## src/rtl/lkv_pkg.sv

```systemverilog
// Shared constants for the LRU key-value cache.
package lkv_pkg;

    localparam logic FUNC_GET = 1'b0;
    localparam logic FUNC_PUT = 1'b1;

    localparam int APB_ADDR_W = 3;
    localparam int APB_DATA_W = 32;
    localparam int REG_IDX_W  = APB_ADDR_W - 2;

    localparam logic [REG_IDX_W-1:0] REG_CAPACITY = 1'b0;

    localparam int             CAP_W     = 5;
    localparam logic [CAP_W-1:0] CAP_RESET = 5'd16;

    localparam int RESULT_W = 32;

endpackage

```

## src/rtl/lkv_if.sv

```systemverilog
// Request and response channel interfaces of the LRU key-value cache.
interface lkv_req_if #(
    parameter int KEY_BITS   = 16,
    parameter int VALUE_BITS = 32
);
    logic                  valid;
    logic                  ready;
    logic                  func;
    logic [KEY_BITS-1:0]   lookup_key;
    logic [VALUE_BITS-1:0] put_value;

    modport source (output valid, output func, output lookup_key, output put_value,
                    input ready);
    modport sink   (input valid, input func, input lookup_key, input put_value,
                    output ready);
endinterface

interface lkv_rsp_if;
    logic                          valid;
    logic                          ready;
    logic                          hit;
    logic [lkv_pkg::RESULT_W-1:0]  read_value;

    modport source (output valid, output hit, output read_value, input ready);
    modport sink   (input valid, input hit, input read_value, output ready);
endinterface

```

## src/rtl/lkv_apb_regs.sv

```systemverilog
// APB register file holding the capacity register.
module lkv_apb_regs (
    input  logic                              clk,
    input  logic                              rst_n,
    input  logic                              psel,
    input  logic                              penable,
    input  logic                              pwrite,
    input  logic [lkv_pkg::APB_ADDR_W-1:0]    paddr,
    input  logic [lkv_pkg::APB_DATA_W-1:0]    pwdata,
    output logic [lkv_pkg::APB_DATA_W-1:0]    prdata,
    output logic                              pready,
    output logic [lkv_pkg::CAP_W-1:0]         capacity
);
    import lkv_pkg::*;

    logic [CAP_W-1:0]     capacity_reg;
    logic [REG_IDX_W-1:0] reg_idx;
    logic                 wr_en;

    assign reg_idx = paddr[APB_ADDR_W-1:2];
    assign pready  = 1'b1;
    assign wr_en   = psel && penable && pwrite && (reg_idx == REG_CAPACITY);

    always_ff @(posedge clk or negedge rst_n)
    begin
        if (!rst_n)
        begin
            capacity_reg <= CAP_RESET;
        end
        else if (wr_en)
        begin
            capacity_reg <= pwdata[CAP_W-1:0];
        end
    end

    always_comb
    begin
        prdata = '0;
        if (reg_idx == REG_CAPACITY)
        begin
            prdata = APB_DATA_W'(capacity_reg);
        end
    end

    assign capacity = capacity_reg;

endmodule

```

## src/rtl/lkv_cell.sv

```systemverilog
// One cache cell: holds an entry, compares its key, takes its neighbor's entry on shift.
module lkv_cell #(
    parameter int KEY_BITS   = 16,
    parameter int VALUE_BITS = 32
) (
    input  logic                  clk,
    input  logic                  rst_n,
    input  logic                  shift,
    input  logic                  prev_valid,
    input  logic [KEY_BITS-1:0]   prev_key,
    input  logic [VALUE_BITS-1:0] prev_value,
    input  logic [KEY_BITS-1:0]   lookup_key,
    output logic                  match,
    output logic                  entry_valid,
    output logic [KEY_BITS-1:0]   entry_key,
    output logic [VALUE_BITS-1:0] entry_value
);
    logic                  valid_reg;
    logic [KEY_BITS-1:0]   key_reg;
    logic [VALUE_BITS-1:0] value_reg;

    always_ff @(posedge clk or negedge rst_n)
    begin
        if (!rst_n)
        begin
            valid_reg <= 1'b0;
        end
        else if (shift)
        begin
            valid_reg <= prev_valid;
        end
    end

    always_ff @(posedge clk)
    begin
        if (shift)
        begin
            key_reg   <= prev_key;
            value_reg <= prev_value;
        end
    end

    assign match       = valid_reg && (key_reg == lookup_key);
    assign entry_valid = valid_reg;
    assign entry_key   = key_reg;
    assign entry_value = value_reg;

endmodule

```

## src/rtl/lru_key_value_cache_unit.sv

```systemverilog
// Top level of the LRU key-value cache: a recency-ordered row of cells.
//
//  channel | dir | handshake        | payload
//  req     | in  | valid / ready    | func, lookup_key, put_value
//  rsp     | out | valid / ready    | hit, read_value (one per get)
//  apb     | in  | psel/penable     | paddr, pwdata -> capacity
//
// One item per cycle while req is not stalled: key compare, shift of the cell row and
// the result register update all happen in the same cycle. Cell 0 holds the most recent entry.
// Reset clears all valid bits and the fill count; capacity returns to 16.
// A pending result stalls the request channel only while rsp is not ready.
module lru_key_value_cache_unit #(
    parameter int ENTRIES    = 16,
    parameter int KEY_BITS   = 16,
    parameter int VALUE_BITS = 32
) (
    input  logic                              clk,
    input  logic                              rst_n,
    lkv_req_if.sink                           req,
    lkv_rsp_if.source                         rsp,
    input  logic                              psel,
    input  logic                              penable,
    input  logic                              pwrite,
    input  logic [lkv_pkg::APB_ADDR_W-1:0]    paddr,
    input  logic [lkv_pkg::APB_DATA_W-1:0]    pwdata,
    output logic [lkv_pkg::APB_DATA_W-1:0]    prdata,
    output logic                              pready
);
    import lkv_pkg::*;

    localparam int CNT_W = $clog2(ENTRIES + 1);

    logic [CAP_W-1:0]      capacity;
    logic [CNT_W-1:0]      limit;
    logic [8:0]            cap_wide;

    logic [CNT_W-1:0]      cnt_reg;
    logic [CNT_W-1:0]      cnt_next;
    logic                  rsp_valid_reg;
    logic                  rsp_valid_next;
    logic                  hit_reg;
    logic                  hit_next;
    logic [RESULT_W-1:0]   value_reg;
    logic [RESULT_W-1:0]   value_next;

    logic                  accept;
    logic                  is_put;
    logic                  any_hit;
    logic                  fill;
    logic [VALUE_BITS-1:0] hit_value;
    logic [VALUE_BITS-1:0] new_value;
    logic [63:0]           hit_value_wide;

    logic [ENTRIES-1:0]    match_vec;
    logic [ENTRIES-1:0]    hit_from;
    logic [ENTRIES-1:0]    shift_vec;
    logic [ENTRIES-1:0]    valid_vec;
    logic [KEY_BITS-1:0]   key_row   [ENTRIES];
    logic [VALUE_BITS-1:0] value_row [ENTRIES];

    lkv_apb_regs u_regs (
        .clk      (clk),
        .rst_n    (rst_n),
        .psel     (psel),
        .penable  (penable),
        .pwrite   (pwrite),
        .paddr    (paddr),
        .pwdata   (pwdata),
        .prdata   (prdata),
        .pready   (pready),
        .capacity (capacity)
    );

    assign cap_wide = 9'(capacity);

    always_comb
    begin
        if (capacity == '0)
        begin
            limit = CNT_W'(1);
        end
        else if (cap_wide > 9'(ENTRIES))
        begin
            limit = CNT_W'(ENTRIES);
        end
        else
        begin
            limit = CNT_W'(capacity);
        end
    end

    assign req.ready = !rsp_valid_reg || rsp.ready;
    assign accept    = req.valid && req.ready;
    assign is_put    = (req.func == FUNC_PUT);
    assign any_hit   = |match_vec;
    assign fill      = cnt_reg < limit;

    always_comb
    begin
        hit_value = '0;
        for (int i = 0; i < ENTRIES; i++)
        begin
            hit_value = hit_value | (value_row[i] & {VALUE_BITS{match_vec[i]}});
            hit_from[i] = |(match_vec & ({ENTRIES{1'b1}} << i));
        end
    end

    assign new_value      = is_put ? req.put_value : hit_value;
    assign hit_value_wide = 64'(hit_value);

    always_comb
    begin
        for (int i = 0; i < ENTRIES; i++)
        begin
            if (!accept)
            begin
                shift_vec[i] = 1'b0;
            end
            else if (any_hit)
            begin
                shift_vec[i] = hit_from[i];
            end
            else if (is_put)
            begin
                shift_vec[i] = (cnt_reg > CNT_W'(i)) || (fill && (cnt_reg == CNT_W'(i)));
            end
            else
            begin
                shift_vec[i] = 1'b0;
            end
        end
    end

    generate
        for (genvar g = 0; g < ENTRIES; g++)
        begin : g_cell
            logic                  prev_valid;
            logic [KEY_BITS-1:0]   prev_key;
            logic [VALUE_BITS-1:0] prev_value;

            if (g == 0)
            begin : g_head
                assign prev_valid = 1'b1;
                assign prev_key   = req.lookup_key;
                assign prev_value = new_value;
            end
            else
            begin : g_body
                assign prev_valid = valid_vec[g-1];
                assign prev_key   = key_row[g-1];
                assign prev_value = value_row[g-1];
            end

            lkv_cell #(
                .KEY_BITS   (KEY_BITS),
                .VALUE_BITS (VALUE_BITS)
            ) u_cell (
                .clk         (clk),
                .rst_n       (rst_n),
                .shift       (shift_vec[g]),
                .prev_valid  (prev_valid),
                .prev_key    (prev_key),
                .prev_value  (prev_value),
                .lookup_key  (req.lookup_key),
                .match       (match_vec[g]),
                .entry_valid (valid_vec[g]),
                .entry_key   (key_row[g]),
                .entry_value (value_row[g])
            );
        end
    endgenerate

    always_comb
    begin
        cnt_next       = cnt_reg;
        rsp_valid_next = rsp_valid_reg;
        hit_next       = hit_reg;
        value_next     = value_reg;
        if (accept && is_put && !any_hit && fill)
        begin
            cnt_next = cnt_reg + CNT_W'(1);
        end
        if (accept && !is_put)
        begin
            rsp_valid_next = 1'b1;
            hit_next       = any_hit;
            value_next     = any_hit ? hit_value_wide[RESULT_W-1:0] : '0;
        end
        else if (rsp.ready)
        begin
            rsp_valid_next = 1'b0;
        end
    end

    always_ff @(posedge clk or negedge rst_n)
    begin
        if (!rst_n)
        begin
            cnt_reg       <= '0;
            rsp_valid_reg <= 1'b0;
        end
        else
        begin
            cnt_reg       <= cnt_next;
            rsp_valid_reg <= rsp_valid_next;
        end
    end

    always_ff @(posedge clk)
    begin
        hit_reg   <= hit_next;
        value_reg <= value_next;
    end

    assign rsp.valid      = rsp_valid_reg;
    assign rsp.hit        = hit_reg;
    assign rsp.read_value = value_reg;

    a_count_bound: assert property (@(posedge clk) disable iff (!rst_n)
        cnt_reg <= CNT_W'(ENTRIES))
        else $error("fill count above entry count");

    a_valid_packed: assert property (@(posedge clk) disable iff (!rst_n)
        $countones(valid_vec) == int'(cnt_reg))
        else $error("valid cells disagree with fill count");

    a_unique_key: assert property (@(posedge clk) disable iff (!rst_n)
        $onehot0(match_vec))
        else $error("key stored in more than one cell");

    a_put_silent: assert property (@(posedge clk) disable iff (!rst_n)
        accept && is_put && rsp.ready |=> !rsp.valid)
        else $error("put produced a result");

endmodule
```

## src/flat_wrapper.sv

```systemverilog
// flat-port wrapper written by rule: the top's interface ports become plain ports
module lru_key_value_cache_unit_flat import lkv_pkg::*;
#(
    parameter int ENTRIES    = 16,
    parameter int KEY_BITS   = 16,
    parameter int VALUE_BITS = 32
)
  (clk, rst_n, psel, penable, pwrite, paddr, pwdata, prdata, pready, req_valid, req_func, req_lookup_key, req_put_value, req_ready, rsp_valid, rsp_hit, rsp_read_value, rsp_ready);
  lkv_req_if #(.KEY_BITS(KEY_BITS), .VALUE_BITS(VALUE_BITS)) req_i ();
  lkv_rsp_if rsp_i ();
  input  logic clk;
  input  logic rst_n;
  input  logic psel;
  input  logic penable;
  input  logic pwrite;
  input  logic [lkv_pkg::APB_ADDR_W-1:0] paddr;
  input  logic [lkv_pkg::APB_DATA_W-1:0] pwdata;
  output logic [lkv_pkg::APB_DATA_W-1:0] prdata;
  output logic pready;
  input wire logic [$bits(req_i.valid)-1:0] req_valid;
  input wire logic [$bits(req_i.func)-1:0] req_func;
  input wire logic [$bits(req_i.lookup_key)-1:0] req_lookup_key;
  input wire logic [$bits(req_i.put_value)-1:0] req_put_value;
  output wire logic [$bits(req_i.ready)-1:0] req_ready;
  output wire logic [$bits(rsp_i.valid)-1:0] rsp_valid;
  output wire logic [$bits(rsp_i.hit)-1:0] rsp_hit;
  output wire logic [$bits(rsp_i.read_value)-1:0] rsp_read_value;
  input wire logic [$bits(rsp_i.ready)-1:0] rsp_ready;
  assign req_i.valid = req_valid;
  assign req_i.func = req_func;
  assign req_i.lookup_key = req_lookup_key;
  assign req_i.put_value = req_put_value;
  assign req_ready = req_i.ready;
  assign rsp_valid = rsp_i.valid;
  assign rsp_hit = rsp_i.hit;
  assign rsp_read_value = rsp_i.read_value;
  assign rsp_i.ready = rsp_ready;
  lru_key_value_cache_unit #(.ENTRIES(ENTRIES), .KEY_BITS(KEY_BITS), .VALUE_BITS(VALUE_BITS)) u_core (.clk(clk), .rst_n(rst_n), .req(req_i), .rsp(rsp_i), .psel(psel), .penable(penable), .pwrite(pwrite), .paddr(paddr), .pwdata(pwdata), .prdata(prdata), .pready(pready));
endmodule
```

## config.mk

```make
export PLATFORM = sky130hd
export DESIGN_NAME = lru_key_value_cache_unit_flat
export DESIGN_NICKNAME = d
export VERILOG_FILES = /design/src/rtl/lkv_pkg.sv /design/src/rtl/lkv_if.sv /design/src/rtl/lkv_apb_regs.sv /design/src/rtl/lkv_cell.sv /design/src/rtl/lru_key_value_cache_unit.sv /design/src/flat_wrapper.sv
export SDC_FILE = /design/constraint.sdc
export NUM_CORES = 1
export LEC_CHECK = 0
export BUFFER_PORTS_ARGS = -buffer_cell sky130_fd_sc_hd__buf_2
export CAP_MARGIN = 25
export CELL_PAD_IN_SITES_DETAIL_PLACEMENT = 0
export CELL_PAD_IN_SITES_GLOBAL_PLACEMENT = 1
export CORE_MARGIN = 2
export CORE_UTILIZATION = 50
export CTS_CLUSTER_DIAMETER = 150
export DETAILED_ROUTE_END_ITERATION = 12
export GPL_ROUTABILITY_DRIVEN = 0
export PLACE_DENSITY = 0.85
export SLEW_MARGIN = 20
export SYNTH_ARGS = -nofsm -noshare
export SYNTH_HDL_FRONTEND = slang
export SYNTH_HIERARCHICAL = 1
export SYNTH_SLANG_ARGS = --single-unit
```

## constraint.sdc

```tcl
create_clock -name clk -period 32.8 [get_ports clk]
set_input_delay 8.2 -clock clk [delete_from_list [all_inputs] [get_ports clk]]
set_output_delay 8.2 -clock clk [all_outputs]
set_load 0.1 [all_outputs]
```

======== Yosys cells after proc, flatten, opt, wreduce, memory -nomap -nowiden ========
Cells that the tools add are included.
operators by class
  $add $sub $neg .......................... 1
  order comparisons ....................... 18
  equal/unequal tests ..................... 31
  muxes and demuxes ....................... 54
  bitwise operators ....................... 32
  reduce and logical (&&, ||, !) cells .... 78
operators by type and width
  operator            count
  $and 32x32->32      16
  $or 32x32->32       15
  $eq 16x16->1        16
  $mux 1              50
  $eq 5x4->1 const B  8
  $gt 5x4->1 const B  8
  $logic_and 1x1->1   40
  $mux 32             1
  $eq 5x3->1 const B  4
  $gt 5x3->1 const B  4
  $logic_or 1x1->1    17
  $reduce_or 16->1    1
  $mux 5              3
  $reduce_or 15->1    1
  $reduce_or 14->1    1
  $reduce_or 13->1    1
  $reduce_or 12->1    1
  $reduce_or 11->1    1
  $eq 5x2->1 const B  2
  $gt 5x1->1 const B  2
  $gt 5x2->1 const B  2
  $logic_not 5->1     2
  $reduce_or 10->1    1
  $reduce_or 9->1     1
  other kinds (14)    16
storage, ports and cells
  flip-flop bits (word level) ............. 828
  bits of input ports ..................... 91
  output and inout bits ................... 68
  logic and storage cells ................. 267

======== Longest topological paths before layout ========
  depth after elaboration ................. 19
  gate-level depth with buffers ........... 12
  gate-level depth less buffers ........... 9

======== Cells and area by module ========
Netlist, hierarchy kept.
modules (own cells, without submodules)
  module                    instances  cells an instance  area each (um2)  sequential area each (um2)
  lkv_cell                  16         72                 1659.1           1466.4
  lru_key_value_cache_unit  1          582                5302.6           1141.1
  lkv_apb_regs              1          46                 467.9            126.4

======== Worst setup path after synthesis ========
Ideal clock, no wire load.
  kind .................................... input to register
  start ................................... input req_lookup_key[10]
  end ..................................... register u_core.g_cell[6].u_cell.valid_reg
  arrival ................................. 18507 ps
  slack ................................... 14189 ps
  cell stages on the path ................. 10
  buffers on the path ..................... 2
  cell sequence ........................... xor2_1 -> nor4_1 -> nand4_1 -> nor4_2 -> clkbuf_1 -> clkbuf_1 -> or2_2 -> nor3_1 -> a2111oi_0 -> mux2_2
between the ends
  word-level cells in the longest chain between the ends .. 5
  elaborated cells on any way between the ends .. 36
  those cells by class .................... eq/ne: 16; mux: 2; reduce/logical: 18
ends and longest elaborated chain
  element                                                      RTL line                                                         RTL
  start, declared                                              flat_wrapper.sv:22                                               input wire logic [$bits(req_i.lookup_key)-1:0] req_lookup_key;
  $eq 16x16->1 *                                               lkv_cell.sv:43                                                   assign match = valid_reg && (key_reg == lookup_key);
  $logic_and 1x1->1 *                                          lkv_cell.sv:43
  via u_core.match_vec[7]                                      lru_key_value_cache_unit.sv:54                                   logic [ENTRIES-1:0] match_vec;
  $reduce_or 16->1 / $reduce_or 10->1 (equally long branches)  lru_key_value_cache_unit.sv:95, lru_key_value_cache_unit.sv:104
  $mux 1 *                                                     lru_key_value_cache_unit.sv:119                                  else if (any_hit)
  $mux 1 *                                                     lru_key_value_cache_unit.sv:115                                  if (!accept)
  via u_core.shift_vec[6]                                      lru_key_value_cache_unit.sv:56                                   logic [ENTRIES-1:0] shift_vec;
  end signal, assigned                                         lkv_cell.sv:30                                                   valid_reg <= prev_valid;
  end, declared                                                lkv_cell.sv:18                                                   logic valid_reg;
The timed path passes the listed nets; every way through them passes the cells marked *.
A chain may end at the register's enable or synchronous reset.

======== Final worst setup path ========
  start ................................... input rsp_ready
  end ..................................... output req_ready
between the ends
  word-level cells in the longest chain between the ends .. 1
ends and longest elaborated chain
  element           RTL line                        RTL
  start, declared   flat_wrapper.sv:28              input wire logic [$bits(rsp_i.ready)-1:0] rsp_ready;
  $logic_or 1x1->1  lru_key_value_cache_unit.sv:92  assign req.ready = !rsp_valid_reg || rsp.ready;
  end, declared     flat_wrapper.sv:24              output wire logic [$bits(req_i.ready)-1:0] req_ready;
No other way between the ends.

==> key figures <==
Status
  • Outcome: finished, final reports clean

Drt
  • Vias/cell: 6.474
  • Final wirelength: 81860 microns
  • Routed via count: 18431
  • Drt drc: 0
  • Final ANT Viol Nets: 0
  • DRT Pass-1 Iters: 7
  • Routed len/inst: between 20 and 30 microns
  • Number of DRC markers in iteration 0: 2426

Logic synthesis
  • Cell Area, Synth: 0.03232 sq mm
  • Seq cells post-synth: between 800 and 900
  • Yosys top cell by area: edfxtp_1
  • Main synth FF type: edfxtp_1
  • Top cell type's share of synthesized area: 74.43%
  • Avg Cell Area, Syn: 18.16 sq um
  • Synth cell types: a little under 60
  • Async set-or-reset flop fraction in the synthesized netlist: roughly 3.3%
  • Post-synthesis cell count: 1780
  • Yosys warning count: 6
  • Ranking of synthesized cells by area: edfxtp_1 74%, xnor2_1 5.3%, a221oi_1 3.5%
  • Post-synth EDFFs: 801
  • Seq/Total Area, Yosys: 76.53%

Layout
  • Largest register FFs: between 500 and 600
  • FILL cells: 4658
  • Layout cells sized above 1: 18.47%
  • Final core utilization: 57.45%
  • Synth-to-Final Area Change: 14.19%
  • Final std cells w/o fill: 2847
  • Nets: 2024
  • Antenna cells: 0
  • Final instance area: around 0.037 sq mm

Critical path
  • WP buf/inv: 2
  • Crit-path leading delay family: buffers and inverters
  • Setup CP Type: primary input to output pin
  • Crit path max fanout: 7
  • CP Data Arrival Time: 8.99 ns
  • Crit-path max cell delay: 0.48 ns
  • CP Launch Type: primary input
  • CP dominant cell by count: buf_2
  • Worst path slowest cell: buf_2
  • Worst EP required: 24.60 ns
  • Cell Chain, Critical Path: buf_2 -> nand2b_1 -> buf_2
  • Worst Setup End Kind: output pin

STA
  • Max-slew headroom: 32.24%
  • Final min period: 17.19 ns
  • RSZ-0062 raised after global routing: no
  • Hold slack final: 0.4414 ns
  • Final setup viols: 0
  • Slew Viols, Final: 0
  • Fmax achieved: 0.05817 GHz
  • Setup TNS: 0 ns
  • Clock skew: 0.03344 ns
  • Fin crit share: 52.41%
  • Final Hold Viols: 0
  • Worst Tran Pin Value: between 1 and 1.5 ns

Global routing
  • Global-route wire length before repair: 120200 microns
  • Vias in the first global route: 18515
  • Total gr overflow: 0
  • GRT Util Overall: 24.30%
  • Largest net degree at the start of global routing: 50
  • Initial antenna violation count: 0

Die
  • Starting Density: 50.31%
  • DIE WIDTH: roughly 260 microns
  • Die H: 258.2 microns
  • Die area: 0.06668 sq mm
  • Row cnt: just over 90
  • Ports: 159
  • CORE AREA: 0.06423 sq mm

CTS
  • Clock buffer depth: 3
  • Clock root buffer: clkbuf_16
  • Total CTS buffers: 83
  • Clock Sink Count: 828
  • H-tree Lvls: 3
  • CTS tree: done
  • Setup repair bufs after CTS: 0
  • PostCTS Resize Cnt: 0
  • Clk_lat worst skew: 0.65 ns
  • Clock Pin Slew Worst Setup and Hold Paths: 0.06 ns
  • Post-cts hold buffer count: 0

Power
  • Leakage: ~12 nW
  • Peak VDD IR: 0.04330 mV
  • Power Density: 69.50 mW/mm^2

Place
  • Area after DPL: 0.03410 sq mm
  • Detailed Place HPWL: between 40000 and 50000 microns
  • Dpl cells: 2693
  • Buffers on Ports: 101

Flow run
  • Max Cap Viol: 0

Hold path
  • Hold WC Path Type: flop to flop
cells in the mapped netlist, types with 4 or more instances:
master	count
buf_4	28
dfrtp_1	26
a221oi_1	128
xor2_1	64
buf_2	8
nand4_1	84
ha_1	9
a311oi_1	4
buf_1	19
nand2_1	26
edfxtp_1	801
a31oi_1	5
inv_1	7
nor4_4	5
a21oi_1	14
nor4_2	16
nor2_1	8
mux2_2	53
nor3_1	11
and2b_2	5
clkbuf_1	49
a22o_1	128
nor4_1	21
a211oi_1	7
xnor2_1	195
nand3_1	4
o21ai_0	11
worst register-to-register path, stage by stage, from the launching register on:
cell	delay, ns
edfxtp_1	0.42
xor2_1	0.16
nor4_1	0.37
nand4_1	0.26
nor4_4	0.88
buf_4	0.62
nor4_4	0.16
nand4_4	0.32
a21oi_1	0.20
a31oi_4	0.77
buf_4	0.79
metal layers:
metal  global-route usage [%]  wire length, microns  vias to the layer above
li1                         -                     -                     7487
met1                    33.38                 31130                     9399
met2                    38.73                 38310                     1335
met3                    5.487                  9786                      210
met4                    8.189                  2634                        0
met5                        0                     0                        -
per-stage QoR:
stage	worst slack, ns	total power (W)
floorplan	14.19	0.001511
global placement	15.63	0.001596
detailed placement	15.61	0.001608
CTS	15.61	0.002572
global route	15.55	0.002639
finish	15.61	0.002565
report_power, final:
part / switching [W] / internal, W / total, W
Clock: 0.000408 / 0.000564 / 0.000971
Combinational: 0.000178 / 0.0000656 / 0.000244
Sequential: 0.0000652 / 0.00128 / 0.00135
cell families after synthesis:
kind of cell | share of synthesized area [%]
xor+xnor | 7.020
fa+ha+maj | 0.3485
other cells | 0.03484
buf+inv | 1.738
compound gates | 8.228
mux | 1.924
simple gates | 4.182
flops | 76.53
cells in the final DEF, fill, tap and decap left out, types with 4 or more instances in the layout:
cell type   Yosys  layout
edfxtp_1      801     801
xnor2_1       195     195
a22o_1        128     128
a221oi_1      128     128
buf_2           8     101
clkbuf_16       0      85
nand4_1        84      84
xor2_1         64      64
mux2_2         53      53
buf_4          28      37
conb_1          3      29
nand2_1        26      26
dfrtp_1        26      26
nor4_4          5      21
nor4_1         21      21
clkinv_2        0      17
clkbuf_1       49      15
clkinv_1        2      15
a21oi_1        14      12
bufinv_16       0      10
o21ai_0        11      10
nor3_1         11       9
ha_1            9       9
inv_1           7       6
a211oi_1        7       6
nor2_1          8       6
and2b_2         5       5
clkinvlp_4      0       4
nand3_1         4       4
final timing paths:
kind                                                         from                                      to  slack [ns]  cells after the start
max                                                     rsp_ready                               req_ready       15.61                      3
min                         u_core/g_cell[13].u_cell/entry_key[3]   u_core/g_cell[14].u_cell/entry_key[3]        0.44                      0
max reg2reg                u_core/g_cell[10].u_cell/entry_key[10]  u_core/g_cell[1].u_cell/entry_value[3]       27.45                     10
min reg2reg                 u_core/g_cell[13].u_cell/entry_key[3]   u_core/g_cell[14].u_cell/entry_key[3]        0.44                      0
max in group asynchronous                                   rst_n     u_core/g_cell[6].u_cell/entry_valid       24.67                      1
min in group asynchronous                                   rst_n    u_core/g_cell[15].u_cell/entry_valid        7.63                      1
layout make-up:
type / instances / area [sq um] / area share [%]
Inverter: 9 / 33.78 / 0.09155
Tap cell: 855 / 1070 / 2.899
Clock buffer: 102 / 2211 / 5.991
Clock inverter: 51 / 590.6 / 1.600
Sequential cell: 828 / 24730 / 67.02
Timing Repair Buffer: 139 / 788.3 / 2.136
Multi-Input combinational cell: 863 / 7478 / 20.27
(Power assumes the default switching activity.)
